## src/hdl/assert_macros.svh

```systemverilog
// Assertion macros shared by the archive header locator RTL.
// Included by the files that carry concurrent checks; no other dependencies.
`ifndef ASSERT_MACROS_SVH
`define ASSERT_MACROS_SVH

// Same-cycle implication, sampled on the rising clock, disabled in reset.
`define AHL_ASSERT_IMP(label, clk, rst_n, ante, cons) \
    label: assert property (@(posedge clk) disable iff (!(rst_n)) (ante) |-> (cons)) \
        else $error("check failed: same-cycle implication");

// Next-cycle implication, sampled on the rising clock, disabled in reset.
`define AHL_ASSERT_NXT(label, clk, rst_n, ante, cons) \
    label: assert property (@(posedge clk) disable iff (!(rst_n)) (ante) |=> (cons)) \
        else $error("check failed: next-cycle implication");

`endif

```

## src/hdl/ahl_pkg.sv

```systemverilog
// Shared types and constants for the archive header locator.
// Used by ahl_scan, archive_header_locator and the testbench; depends on nothing else.
`timescale 1ns / 1ps
`default_nettype none

package ahl_pkg;

    // Number of earlier bytes kept for the twelve-byte header test.
    localparam int unsigned WinDepth     = 11;
    localparam int unsigned FillBits     = 4;
    localparam int unsigned PositionBits = 32;
    localparam int unsigned CfgIdxBits   = 2;

    // Configuration register indexes.
    localparam logic [CfgIdxBits-1:0] CfgSignature = 2'd0;
    localparam logic [CfgIdxBits-1:0] CfgMinOffset = 2'd1;
    localparam logic [CfgIdxBits-1:0] CfgCountLim  = 2'd2;

    // Register values after reset.
    localparam logic [31:0] SignatureReset = 32'h584D_5044;
    localparam logic [31:0] MinOffsetReset = 32'h0000_0030;
    localparam logic [31:0] CountLimReset  = 32'h0100_0000;

    typedef struct packed {
        logic [7:0] data_byte;
        logic       last_byte;
    } t_in_item;

    typedef struct packed {
        logic        found;
        logic [31:0] header_offset;
        logic [31:0] data_offset_word;
        logic [31:0] file_count_word;
    } t_out_item;

    // Header test settings handed to the scanner.
    typedef struct packed {
        logic [31:0] signature_bytes;
        logic [31:0] min_data_offset;
        logic [31:0] file_count_limit;
    } t_cfg;

    // Result produced in the cycle a byte is accepted.
    typedef struct packed {
        logic      valid;
        t_out_item item;
    } t_scan_result;

endpackage

`default_nettype wire

```

## src/hdl/ahl_scan.sv

```systemverilog
// Sliding-window scanner: keeps the last eleven bytes and the stream position,
// tests each accepted byte for a header end. Depends on ahl_pkg and assert_macros.svh.
`timescale 1ns / 1ps
`default_nettype none
`include "assert_macros.svh"

module ahl_scan #(
    parameter int unsigned POSITION_BITS = ahl_pkg::PositionBits
) (
    input  wire logic                  i_clk,
    input  wire logic                  i_rst_n,
    input  wire logic                  i_accept,
    input  wire ahl_pkg::t_in_item     i_item,
    input  wire ahl_pkg::t_cfg         i_cfg,
    output ahl_pkg::t_scan_result      o_result
);

    localparam int unsigned OfsWide = (POSITION_BITS > 32) ? POSITION_BITS : 32;
    localparam logic [ahl_pkg::FillBits-1:0] FillFull = ahl_pkg::FillBits'(ahl_pkg::WinDepth);

    logic [7:0]                    r_win [ahl_pkg::WinDepth];
    logic [ahl_pkg::FillBits-1:0]  r_fill;
    logic [POSITION_BITS-1:0]      r_pos;
    logic                          r_matched;

    logic [31:0]                   sig_word;
    logic [31:0]                   dofs_word;
    logic [31:0]                   cnt_word;
    logic                          hit;
    logic [POSITION_BITS-1:0]      pos_diff;
    logic [OfsWide-1:0]            pos_diff_ext;

    // Assemble the three little-endian words that end at the current byte.
    assign sig_word  = {r_win[3], r_win[2], r_win[1], r_win[0]};
    assign dofs_word = {r_win[7], r_win[6], r_win[5], r_win[4]};
    assign cnt_word  = {i_item.data_byte, r_win[10], r_win[9], r_win[8]};

    // Header test; it only counts once the window holds eleven bytes.
    assign hit = (r_fill == FillFull)
              && (sig_word == i_cfg.signature_bytes)
              && (dofs_word >= i_cfg.min_data_offset)
              && (cnt_word != 32'd0)
              && (cnt_word < i_cfg.file_count_limit);

    // Header start is eleven bytes before the current one.
    assign pos_diff     = r_pos - POSITION_BITS'(ahl_pkg::WinDepth);
    assign pos_diff_ext = OfsWide'(pos_diff);

    // Result for this transaction: found header, or not-found at stream end.
    always_comb begin
        o_result.valid = i_accept && !r_matched && (hit || i_item.last_byte);
        if (hit) begin
            o_result.item.found            = 1'b1;
            o_result.item.header_offset    = pos_diff_ext[31:0];
            o_result.item.data_offset_word = dofs_word;
            o_result.item.file_count_word  = cnt_word;
        end else begin
            o_result.item = '0;
        end
    end

    // Window shift register; read only while the fill count says it is full.
    always_ff @(posedge i_clk) begin
        if (i_accept && !r_matched && !hit) begin
            for (int i = 0; i < int'(ahl_pkg::WinDepth) - 1; i++) begin
                r_win[i] <= r_win[i+1];
            end
            r_win[ahl_pkg::WinDepth-1] <= i_item.data_byte;
        end
    end

    // Stream control state: fill count, saturating position, match flag.
    always_ff @(posedge i_clk) begin
        if (!i_rst_n || (i_accept && i_item.last_byte)) begin
            r_fill    <= '0;
            r_pos     <= '0;
            r_matched <= 1'b0;
        end else if (i_accept && !r_matched) begin
            if (hit) begin
                r_matched <= 1'b1;
            end else begin
                if (r_fill != FillFull) begin
                    r_fill <= r_fill + 1'b1;
                end
                if (r_pos != '1) begin
                    r_pos <= r_pos + 1'b1;
                end
            end
        end
    end

    // A match can only be taken on a full window, which then stays frozen.
    `AHL_ASSERT_IMP(a_matched_full, i_clk, i_rst_n, r_matched, r_fill == FillFull)
    // Before the window fills, the position counts the same bytes.
    `AHL_ASSERT_IMP(a_pos_tracks_fill, i_clk, i_rst_n, r_fill != FillFull,
        r_pos == POSITION_BITS'(r_fill))
    // The last byte of a stream always leaves the scanner cleared.
    `AHL_ASSERT_NXT(a_last_clears, i_clk, i_rst_n, i_accept && i_item.last_byte,
        r_fill == '0 && r_pos == '0 && !r_matched)

endmodule

`default_nettype wire

```

## src/hdl/archive_header_locator.sv

```systemverilog
// Top level of the archive header locator: configuration registers, scanner
// and a two-entry output stage. Depends on ahl_pkg, ahl_scan and assert_macros.svh.
`timescale 1ns / 1ps
`default_nettype none
`include "assert_macros.svh"

// The locator takes one stream byte per clock cycle and tests, at every byte,
// whether the twelve bytes ending there form a valid header: the configured
// signature, a data offset word of at least the minimum, and a nonzero file
// count below the limit. It returns one result per stream: the first header
// found (start offset and both words), or a not-found result on the last byte.
// A result leaves through an output register; a skid register behind it lets
// the input keep flowing while a result waits, and the input stalls only when
// both hold a result. Sustained rate is one byte per cycle while the input is
// not stalled, set by the window shift and compare on each accepted byte.
// Configuration writes take effect in the next cycle and should be made while
// no stream is in flight; there is no clearing pass after reset.
module archive_header_locator #(
    parameter int unsigned POSITION_BITS = ahl_pkg::PositionBits
) (
    input  wire logic                            i_clk,
    input  wire logic                            i_rst_n,
    // Byte input channel
    input  wire logic                            i_in_valid,
    output logic                                 o_in_stall,
    input  wire ahl_pkg::t_in_item               i_in_data,
    // Result output channel
    output logic                                 o_out_valid,
    input  wire logic                            i_out_stall,
    output ahl_pkg::t_out_item                   o_out_data,
    // Configuration write port
    input  wire logic                            i_cfg_we,
    input  wire logic [ahl_pkg::CfgIdxBits-1:0]  i_cfg_index,
    input  wire logic [31:0]                     i_cfg_data
);

    ahl_pkg::t_cfg          r_cfg;
    ahl_pkg::t_scan_result  scan_res;
    ahl_pkg::t_out_item     r_out;
    ahl_pkg::t_out_item     r_skid;
    logic                   r_out_valid;
    logic                   r_skid_valid;
    logic                   in_accept;
    logic                   out_take;

    assign o_in_stall  = r_skid_valid;
    assign in_accept   = i_in_valid && !r_skid_valid;
    assign out_take    = r_out_valid && !i_out_stall;
    assign o_out_valid = r_out_valid;
    assign o_out_data  = r_out;

    // Configuration registers; unknown indexes are ignored.
    always_ff @(posedge i_clk) begin
        if (!i_rst_n) begin
            r_cfg.signature_bytes  <= ahl_pkg::SignatureReset;
            r_cfg.min_data_offset  <= ahl_pkg::MinOffsetReset;
            r_cfg.file_count_limit <= ahl_pkg::CountLimReset;
        end else if (i_cfg_we) begin
            case (i_cfg_index)
                ahl_pkg::CfgSignature: r_cfg.signature_bytes  <= i_cfg_data;
                ahl_pkg::CfgMinOffset: r_cfg.min_data_offset  <= i_cfg_data;
                ahl_pkg::CfgCountLim:  r_cfg.file_count_limit <= i_cfg_data;
                default: ;
            endcase
        end
    end

    ahl_scan #(
        .POSITION_BITS (POSITION_BITS)
    ) u_scan (
        .i_clk    (i_clk),
        .i_rst_n  (i_rst_n),
        .i_accept (in_accept),
        .i_item   (i_in_data),
        .i_cfg    (r_cfg),
        .o_result (scan_res)
    );

    // Output register with skid entry. The skid only fills when a new result
    // arrives while the output register holds one that is not being taken.
    always_ff @(posedge i_clk) begin
        if (!i_rst_n) begin
            r_out_valid  <= 1'b0;
            r_skid_valid <= 1'b0;
        end else if (r_skid_valid) begin
            if (out_take) begin
                r_out        <= r_skid;
                r_skid_valid <= 1'b0;
            end
        end else if (scan_res.valid) begin
            if (!r_out_valid || out_take) begin
                r_out       <= scan_res.item;
                r_out_valid <= 1'b1;
            end else begin
                r_skid       <= scan_res.item;
                r_skid_valid <= 1'b1;
            end
        end else if (out_take) begin
            r_out_valid <= 1'b0;
        end
    end

    // The skid entry is never occupied ahead of the output register.
    `AHL_ASSERT_IMP(a_skid_behind_out, i_clk, i_rst_n, r_skid_valid, r_out_valid)
    // A result from the scanner is never produced while the input is stalled.
    `AHL_ASSERT_IMP(a_no_result_in_stall, i_clk, i_rst_n, r_skid_valid, !scan_res.valid)

endmodule

`default_nettype wire

```

## config.mk

```make
export PLATFORM = sky130hd
export DESIGN_NAME = archive_header_locator
export DESIGN_NICKNAME = d
export VERILOG_FILES = /design/src/hdl/ahl_pkg.sv /design/src/hdl/ahl_scan.sv /design/src/hdl/archive_header_locator.sv
export VERILOG_INCLUDE_DIRS = /design/src /design/src/hdl
export SDC_FILE = /design/constraint.sdc
export NUM_CORES = 1
export LEC_CHECK = 0
export ABC_AREA = 1
export BUFFER_PORTS_ARGS = -buffer_cell sky130_fd_sc_hd__buf_2
export CAP_MARGIN = 20
export CORE_ASPECT_RATIO = 0.9
export CORE_MARGIN = 10
export CORE_UTILIZATION = 30
export DETAILED_ROUTE_END_ITERATION = 10
export SLEW_MARGIN = 0
export SYNTH_ARGS = -nofsm -noshare
export SYNTH_HDL_FRONTEND = slang
export SYNTH_SLANG_ARGS = --single-unit
export TNS_END_PERCENT = 20
```

## constraint.sdc

```tcl
create_clock -name i_clk -period 15.7 [get_ports i_clk]
set_input_delay 0.785 -clock i_clk [delete_from_list [all_inputs] [get_ports i_clk]]
set_output_delay 0.785 -clock i_clk [all_outputs]
set_load 0.01 [all_outputs]
```

==> results.yml, run 1 <==
timing:
  tns_ns: 0
  hold_violations: 0
  finalWorstPathRequiredPeriod_ns: 4.22
  finalWorstSetupSlack_ns: 11.48
  rsz0062_at_grt: "false"
  max-slew-margin-rel_pct: 31.5
  skew_ns: 0.0200
  drv_slew: 0
  fin_crit_sh_pct: 26.9
  finalSetupViolations: 0
  fmax_ghz: 0.237
  worstMarginPinSlew_ns: 1.03
grt:
  first_global_vias: 13600
  grt_max_degree: 104
  grt-ovfl-total: 0
  antenna_found_initial: 2
  grt_pass1_wl_mm: 80.2
  grtUsageTotal_pct: 13.6
floorplanning:
  num_rows: 87
  initial_core_util_pct: 30.3
  design.core.area_um2: 62600
  die_area_um2: 73600
  die_h_um: 258
  io_pins: 147
  die-width_um: 285
worst_setup_path:
  max_stage_delay_ns: 0.72
  worstPathArrival_ns: 4.66
  crit_slowest_cell: "nand3_2"
  rr_endpoint: "u_scan.r_pos[4]$_SDFFE_PP0P_"
  rr_worst_depth: 17
  cp-end-kind: "flop"
  cp_cell_sequence: "ha_1, nand2_1, nand2_1, nand2_1, nand2_1, nand2_1, nand2_1, nor2_1, nand2_1, nand2_1, nand2_1, nand3_4, buf_4, buf_4, nand3_2, nand2_1, a21oi_1"
  rrSetupSlack_ns: 11.48
  worst_path_most_repeated_cell: "nand2_1"
  worstSetupStartpointType: "flop"
  cp_max_fo: 66
  r2r-start: "u_scan.r_win[5][1]$_DFFE_PP_"
  cp_data_required_time_ns: 16.14
  worst-setup-path-type: "flop to flop"
worst_hold_path:
  holdPathStages: 1
  min_path_type: "input pin to flop"
  whs_endpoint: "u_scan.r_win[10][0]$_DFFE_PP_"
  min_from: "i_in_data[1]"
synthesis:
  yosys_register_bits: 417
  synthFlopType: "edfxtp_1"
  netlist_area_um2: 18900
  yosysWarnings: 0
  seq_area_frac_synth_pct: 59.0
  synth_edf_count: 282
  synth_nets: 2154
  synthCells: 2041
  async_reset_ff_share_pct: 0
  synth_cell_type_count: 38
  postSynthAreaPerCell_um2: 9.28
clock_network:
  clk_pin_slew_ns: 0.06
  cts_buffers: 44
  root_buffer: "clkbuf_16"
  clk_path_buf_depth: 3
  postCtsSetupBuffers: 0
  cts_resized: 0
  clk_latency_ns: 0.58
  cts_tree: "yes"
  cts-htree-levels: 2
  cts.sinks: 417
  hold_buffers: 0
route:
  drc_errors: 0
  avgRoutedWirePerCell_um: 16.9
  dr.first_iter.drc_count: 1132
  final_antenna_net_count: 0
  routed_wl_mm: 51.1
  vias_per_cell: 4.59
  dr_total_vias: 13900
  firstDrtPassIters: 5
finish:
  drive_above_1_share_pct: 12.0
  stdcell_count: 3034
  final_cell_mix: "540 x nand2_1, 282 x edfxtp_1, 232 x inv_1"
  syn2layout_area_growth_pct: 15.9
  final_nets: 2266
  fill_cells: 6286
  final_common_cell: "nand2_1"
placement:
  gp_congestion: 0.892
  place_hpwl_mm: 35.6
  place_inst: 2950
  place_ws_ns: 11.22
  portBuffers: 146
pwr:
  power.density_nw_per_um2: 110
  power.leakage_nw: 9.47
  peakVddDrop_mv: 0.0669
  finalPower_mw: 2.42
run_status:
  outcome: "finished, final reports clean"
job:
  maxCapViolations: 0
[worst max path at each step]
stage	end	slack [ns]	cells past startpoint	start
2_1_floorplan	o_out_data[0]$_DFFE_PP_	8.33	15	i_in_data[8]
3_3_place_gp	o_out_data[22]$_DFFE_PP_	11.28	15	i_in_data[8]
3_5_place_dp	o_out_data[23]$_DFFE_PP_	11.22	17	i_in_data[8]
4_1_cts	u_scan.r_pos[4]$_SDFFE_PP0P_	11.48	17	u_scan.r_win[5][1]$_DFFE_PP_
5_1_grt	u_scan.r_pos[20]$_SDFFE_PP0P_	11.06	17	u_scan.r_win[5][1]$_DFFE_PP_
6_report	u_scan.r_pos[4]$_SDFFE_PP0P_	11.48	17	u_scan.r_win[5][1]$_DFFE_PP_
[registers in the layout (all words and copies together), names as in the netlist]
signal	count
r_skid	97
u_scan.r_pos	32
u_scan.r_win	88
u_scan.r_matched	1
o_in_stall	1
r_cfg	96
o_out_data	97
o_out_valid	1
u_scan.r_fill	4
[metrics by stage]
stage / cell area [um2] / hold WS, ns / utilization [%]
floorplan: 18900 / 0.425 / -
global placement: 20500 / 0.434 / 32.7
detailed placement: 20500 / 0.451 / 32.7
CTS: 21900 / 0.406 / 35.0
global route: 21900 / 0.417 / 35.1
finish: 22000 / 0.438 / 35.1
[worst max-delay path: cells and delay by family (launching register included)]
kind	cells	cell delay [ns]
flip-flops	1	0.50
AND/OR/NAND/NOR	13	1.83
adder cells (fa/ha/maj)	1	0.34
AO/OA/AOI/OAI	1	0.09
buffers and inverters	2	1.23
[report_power, final]
part           internal, mW  switching (mW)
clock                 0.608           0.446
sequential             1.20          0.0245
combinational        0.0465          0.0943
total                  1.86           0.565
[per-layer routing]
metal  global-route usage [%]  routed length [um]  share of wire, %
met5                        0                  13             0.025
met4                     4.00                1270               2.5
met3                     2.96                3110               6.1
met2                     21.1               22600                44
met1                     18.7               24200                47
[synth_stat cells, types with 5 or more instances]
cell type,number,share of area [%]
a21oi_1,135,3.6
buf_1,10,0.20
buf_2,32,0.85
clkbuf_1,51,1.0
dfxtp_1,135,14
edfxtp_1,282,45
ha_1,65,4.3
inv_1,233,4.6
nand2_1,540,11
nand3_1,38,1.0
nand4_1,52,1.7
nor2_1,228,4.5
nor3_1,18,0.48
nor4_1,8,0.26
o211ai_1,9,0.36
o21a_1,5,0.20
o21ai_0,98,2.6
o21ai_1,6,0.16
xnor2_1,24,1.1
xor2_1,36,1.7
[cell type report]
class / count / area [um2] / area share, %
sequential: 417 / 11200 / 50.9
multi-input combinational: 1291 / 6490 / 29.6
clock buffer: 49 / 1140 / 5.20
tap: 845 / 1060 / 4.82
timing repair buffer: 164 / 906 / 4.13
inverter: 235 / 883 / 4.02
clock inverter: 32 / 299 / 1.36
antenna: 1 / 2.50 / 0.0114
[kinds of logic after synthesis]
kind of cell	Yosys count	synth area share (%)
and+or+nand+nor	905	19.8
DFF	417	59.0
buffers and inverters	333	6.99
AOI/OAI and AO/OA	261	7.19
adders and majority gates	65	4.29
xor gates and xnor gates	60	2.77
No activity file was read; power rests on OpenSTA's default activity.
==> inputs of run 2 (changes only) <==
--- a/config.mk
+++ b/config.mk
@@ -6,7 +6,7 @@
 export SDC_FILE = /design/constraint.sdc
 export NUM_CORES = 1
 export LEC_CHECK = 0
-export ABC_AREA = 1
+export ABC_AREA = 0
 export BUFFER_PORTS_ARGS = -buffer_cell sky130_fd_sc_hd__buf_2
 export CAP_MARGIN = 20
 export CORE_ASPECT_RATIO = 0.9
==> constraint.sdc (replaced) <==
create_clock -name i_clk -period 3.7 [get_ports i_clk]
set_input_delay 0.185 -clock i_clk [delete_from_list [all_inputs] [get_ports i_clk]]
set_output_delay 0.185 -clock i_clk [all_outputs]
set_load 0.01 [all_outputs]
==> results.yml, run 2 <==
timing:
  worstMarginPinSlew_ns: 0.946
  whs_ns: 0.102
  finalSetupViolations: 0
  skew_ns: 0.0354
  fin_crit_sh_pct: 90.6
  hold_violations: 0
  drv_slew: 0
  tns_ns: 0
  fmax_ghz: 0.298
  finalWorstPathRequiredPeriod_ns: 3.35
  rsz0062_at_grt: "false"
  max-slew-margin-rel_pct: 36.9
synthesis:
  synthCells: 1607
  synth.area.top_cells: "edfxtp_1 46%, dfxtp_1 15%, nand2_1 5.6%, ha_1 4.4%, mux2_2 3.9%"
  synth_top_area_share_pct: 45.9
  synth_cell_type_count: 63
  synth_edf_count: 282
  postSynthAreaPerCell_um2: 11.5
  yosys_register_bits: 417
  synth_commonest_cells: "282 x edfxtp_1, 276 x nand2_1, 135 x dfxtp_1"
  synthFlopType: "edfxtp_1"
  post-synth-top-count-cell: "edfxtp_1"
  yosysTopAreaCell: "edfxtp_1"
  synth_nets: 1720
  netlist_area_um2: 18400
  yosysWarnings: 0
  async_reset_ff_share_pct: 0
  seq_area_frac_synth_pct: 60.6
finish:
  drive_above_1_share_pct: 17.8
  final_nets: 1896
  stdcell_count: 2608
  final_cell_mix: "282 x edfxtp_1, 276 x nand2_1, 146 x buf_2"
  final_common_cell: "edfxtp_1"
  syn2layout_area_growth_pct: 19.7
  fill_cells: 5898
  regArea_um2: 11200
  multi_input_area_um2: 6710
clock_network:
  cts_resized: 0
  clk_path_buf_depth: 3
  cts_buffers: 41
  postCtsSetupBuffers: 0
  cts.sinks: 417
  clk_latency_ns: 0.56
  hold_buffers: 42
  root_buffer: "clkbuf_16"
  clk_pin_slew_ns: 0.06
  cts-htree-levels: 2
  cts_tree: "yes"
worst_setup_path:
  r2r-start: "u_scan.r_win[4][2]$_DFFE_PP_"
  cp_data_required_time_ns: 3.93
  crit_family: "compound AO/OA/AOI/OAI gates"
  worst-setup-path-type: "flop to flop"
  max_stage_delay_ns: 0.72
  worstPathArrival_ns: 3.58
  rr_worst_depth: 10
  crit_buf_inv: 2
  crit_end: "o_out_data[63]$_DFFE_PP_"
  rr_endpoint: "o_out_data[63]$_DFFE_PP_"
  cp_cell_sequence: "ha_1, a211oi_1, a2111oi_0, o21a_1, o31a_1, o2111a_2, o21ai_4, a21oi_4, buf_12, buf_12"
  cp_num_cells: 10
  worst_path_most_repeated_cell: "buf_12"
  crit_slowest_cell: "a2111oi_0"
  cp-end-kind: "flop"
  rrSetupSlack_ns: 0.35
  worstSetupStartpointType: "flop"
  cp_max_fo: 32
  worstSetupStartpoint: "u_scan.r_win[4][2]$_DFFE_PP_"
run_status:
  outcome: "finished, final reports clean"
floorplanning:
  die_h_um: 255
  initial_core_util_pct: 30.2
  die_area_um2: 71800
  design.core.area_um2: 61000
  num_rows: 86
  die-width_um: 281
  io_pins: 147
route:
  avgRoutedWirePerCell_um: 18.6
  dr.first_iter.drc_count: 908
  final_antenna_net_count: 0
  firstDrtPassIters: 5
  dr_total_vias: 12700
  vias_per_cell: 4.88
  drc_errors: 0
  routed_wl_mm: 48.4
placement:
  place_hpwl_mm: 34.3
  gp_congestion: 0.843
  portBuffers: 146
  place_inst: 2489
job:
  maxCapViolations: 0
pwr:
  peakVddDrop_mv: 0.316
  power.leakage_nw: 7.86
  power.density_nw_per_um2: 461
grt:
  first_global_vias: 12600
  grtUsageTotal_pct: 13.3
  grt-ovfl-total: 0
  grt_max_degree: 98
  grt_pass1_wl_mm: 74.9
  antenna_found_initial: 1
worst_hold_path:
  min_path_type: "input pin to flop"
## run 2: changes by cell type in the layout (fill, tap and decap cells not counted), sizes merged, moves of 22 or more
| cell | change |
|---|---|
| nand2 | -267 |
| nor2 | -160 |
| o31ai | +37 |
| nand4 | -23 |
| and2 | +72 |
| o21ai | -68 |
| a21boi | +83 |
| inv | -161 |
| a21oi | -83 |
| or3 | +22 |
| mux2 | +64 |
| dlygate4sd3 | +42 |
## run 2: cell families (layout without fill, tap and decap cells)
group	after synthesis	in the layout	synth area share, %
AO/OA/AOI/OAI	246	246	9.06
XOR/XNOR	62	62	2.95
adder cells (fa/ha/maj)	65	65	4.41
buffers and inverters	155	363	3.32
flip-flops	417	417	60.6
multiplexers	67	67	4.07
other	0	1	0
AND/OR/NAND/NOR	595	595	15.6
## run 2: worst min path at each step
stage,endpoint,from,cells after the start
6_report,o_out_valid$_SDFFE_PN0P_,i_in_data[0],3
2_1_floorplan,u_scan.r_win[10][0]$_DFFE_PP_,i_in_data[1],0
3_3_place_gp,u_scan.r_win[3][0]$_DFFE_PP_,u_scan.r_win[4][0]$_DFFE_PP_,0
5_1_grt,o_in_stall$_SDFF_PN0_,i_in_data[0],3
3_5_place_dp,u_scan.r_win[10][2]$_DFFE_PP_,i_in_data[3],1
4_1_cts,o_out_valid$_SDFFE_PN0P_,i_in_data[0],3
## run 2: per-stage QoR
step	power (mW)	cell area, um2	utilization (%)	setup WS [ns]
floorplan	5.57	18500	-	-0.265
global placement	5.83	20200	33.1	0.347
detailed placement	5.85	20200	33.1	0.405
CTS	10.3	22000	36.1	0.374
global route	10.5	22100	36.2	0.133
finish	10.2	22100	36.2	0.347
## run 2: cell type report
type | count | share of cell area (%)
antenna | 1 | 0.0113
clock buffer | 51 | 5.01
clock inverter | 24 | 1.40
inverter | 70 | 1.19
multi-input combinational | 1035 | 30.4
sequential | 417 | 50.6
tap | 792 | 4.49
timing repair buffer | 218 | 6.87
## run 2: power breakdown
part           switching (mW)  internal [mW]
Combinational           0.355          0.224
Clock                    1.82           2.56
Sequential              0.110           5.10
Total                    2.28           7.88
## run 2: per-layer routing
metal  vias up  track usage [%]  wire [um]
met3        80             1.76       2210
met2       296             22.5      23400
li1       6094                -          -
met4         2             4.76       1540
met5         -                0          7
met1      6247             17.1      21200
## run 2: worst min-delay path, cell delays in order
cell      delay (ns)
buf_2           0.17
o21ai_4         0.11
a21boi_0        0.15
==> inputs of run 3 (changes only) <==
==> constraint.sdc (replaced) <==
create_clock -name i_clk -period 3.7 [get_ports i_clk]
set_input_delay 0.37 -clock i_clk [delete_from_list [all_inputs] [get_ports i_clk]]
set_output_delay 0.37 -clock i_clk [all_outputs]
set_load 0.01 [all_outputs]
==> results.yml, run 3 (synthesis results as in run 2) <==
run_status:
  outcome: "finished, final reports clean"
clock_network:
  cts_resized: 0
  clk_pin_slew_ns: 0.06
  hold_buffers: 0
  cts_buffers: 44
  clk_latency_ns: 0.58
  cts-htree-levels: 2
  cts.sinks: 417
  root_buffer: "clkbuf_16"
  cts_tree: "yes"
  clk_path_buf_depth: 3
  postCtsSetupBuffers: 0
worst_setup_path:
  max_stage_delay_ns: 0.53
  rr_worst_depth: 10
  worstSetupStartpointType: "flop"
  cp-end-kind: "flop"
  worstSetupStartpoint: "u_scan.r_win[5][7]$_DFFE_PP_"
  r2r-start: "u_scan.r_win[5][7]$_DFFE_PP_"
  crit_end: "r_skid[30]$_DFFE_PP_"
  rrSetupSlack_ns: 0.20
  cp_max_fo: 27
  worst-setup-path-type: "flop to flop"
  cp_data_required_time_ns: 3.97
  crit_slowest_cell: "edfxtp_1"
  rr_endpoint: "r_skid[30]$_DFFE_PP_"
  worstPathArrival_ns: 3.77
  cp_cell_sequence: "ha_1, nand4_1, nor4_1, buf_4, o21a_1, o31a_1, o2111a_2, o21ai_4, nor2_4, buf_12"
placement:
  placed_cell_area_um2: 20300
  gp_congestion: 0.861
  place_ws_ns: 0.266
  place_inst: 2495
  place_hpwl_mm: 34.1
  portBuffers: 146
grt:
  grt_pass1_wl_mm: 75.0
  grt_max_degree: 135
  grtUsageTotal_pct: 13.4
  first_global_vias: 12600
  grt-ovfl-total: 0
  antenna_found_initial: 3
timing:
  whs_ns: 0.0390
  skew_ns: 0.0248
  hold_violations: 0
  rsz0062_at_grt: "false"
  fin_crit_sh_pct: 94.5
  finalWorstSetupSlack_ns: 0.203
  fmax_ghz: 0.286
  drv_slew: 0
  max-slew-margin-rel_pct: 37.9
  worstMarginPinSlew_ns: 0.931
  finalWorstPathRequiredPeriod_ns: 3.50
  finalSetupViolations: 0
floorplanning:
  die-width_um: 281
  design.core.area_um2: 61000
  die_area_um2: 71800
  num_rows: 86
  io_pins: 147
  initial_core_util_pct: 30.2
  die_h_um: 255
route:
  dr_total_vias: 12600
  vias_per_cell: 4.88
  final_antenna_net_count: 0
  dr.first_iter.drc_count: 1032
  firstDrtPassIters: 5
  routed_wl_mm: 48.4
  drc_errors: 0
  avgRoutedWirePerCell_um: 18.8
pwr:
  peakVddDrop_mv: 0.342
  power.density_nw_per_um2: 467
  finalPower_mw: 10.1
  power.leakage_nw: 7.72
finish:
  syn2layout_area_growth_pct: 17.6
  stdcell_count: 2576
  regArea_um2: 11200
  drive_above_1_share_pct: 18.4
  fill_cells: 5916
  multi_input_area_um2: 6710
  postLayoutCellArea_um2: 21700
  final_cell_mix: "282 x edfxtp_1, 276 x nand2_1, 146 x buf_2"
  final_nets: 1862
  final_common_cell: "edfxtp_1"
worst_hold_path:
  holdPathStages: 1
  min_path_type: "input pin to flop"
job:
  maxCapViolations: 0
-- run 3: final cells by class --
type	instances	share of cell area (%)
diodes	1	0.0115
inverters	70	1.21
flip-flops and latches	417	51.5
clock buffers	63	5.79
clock inverters	17	0.796
repair buffers	181	5.16
well taps	792	4.57
multi-input cells	1035	30.9
-- run 3: report_power, final --
part | leakage, nW | internal (mW) | switching (mW)
Combinational | 3.47 | 0.196 | 0.348
Sequential | 3.55 | 5.10 | 0.109
Clock | 0.695 | 2.52 | 1.86
-- run 3: worst min path at each step --
stage                                  from                             to  slack [ns]
3_5_place_dp   u_scan.r_win[1][0]$_DFFE_PP_   u_scan.r_win[0][0]$_DFFE_PP_        0.46
4_1_cts                        i_in_data[3]  u_scan.r_win[10][2]$_DFFE_PP_       0.003
6_report                       i_in_data[3]  u_scan.r_win[10][2]$_DFFE_PP_        0.04
3_3_place_gp         r_cfg[46]$_SDFFE_PN0P_         r_cfg[46]$_SDFFE_PN0P_        0.45
5_1_grt                        i_in_data[3]  u_scan.r_win[10][2]$_DFFE_PP_        0.02
2_1_floorplan  u_scan.r_win[4][0]$_DFFE_PP_   u_scan.r_win[3][0]$_DFFE_PP_        0.43
-- run 3: metal layers --
metal  global-route usage [%]  vias up  routed length (um)
met5                        0        -                   0
met4                     4.63        0                1410
met3                     2.28       76                2680
met2                     22.4      308               23200
met1                     17.3     6171               21200
li1                         -     6019                   -
-- run 3: worst max-delay path: cells and delay by family (launching register included) --
kind                     cells  cell delay [ns]
AND/OR/NAND/NOR              3             0.95
AO/OA/AOI/OAI                4             0.84
flip-flops                   1             0.53
buffers and inverters        2             0.44
adder cells (fa/ha/maj)      1             0.39
-- run 3: stage by stage --
stage / util, % / TNS (ns)
2_1_floorplan: - / -34.31
3_3_place_gp: 33.2 / 0
3_5_place_dp: 33.2 / 0
4_1_cts: 35.5 / 0
5_1_grt: 35.5 / 0
6_report: 35.5 / 0
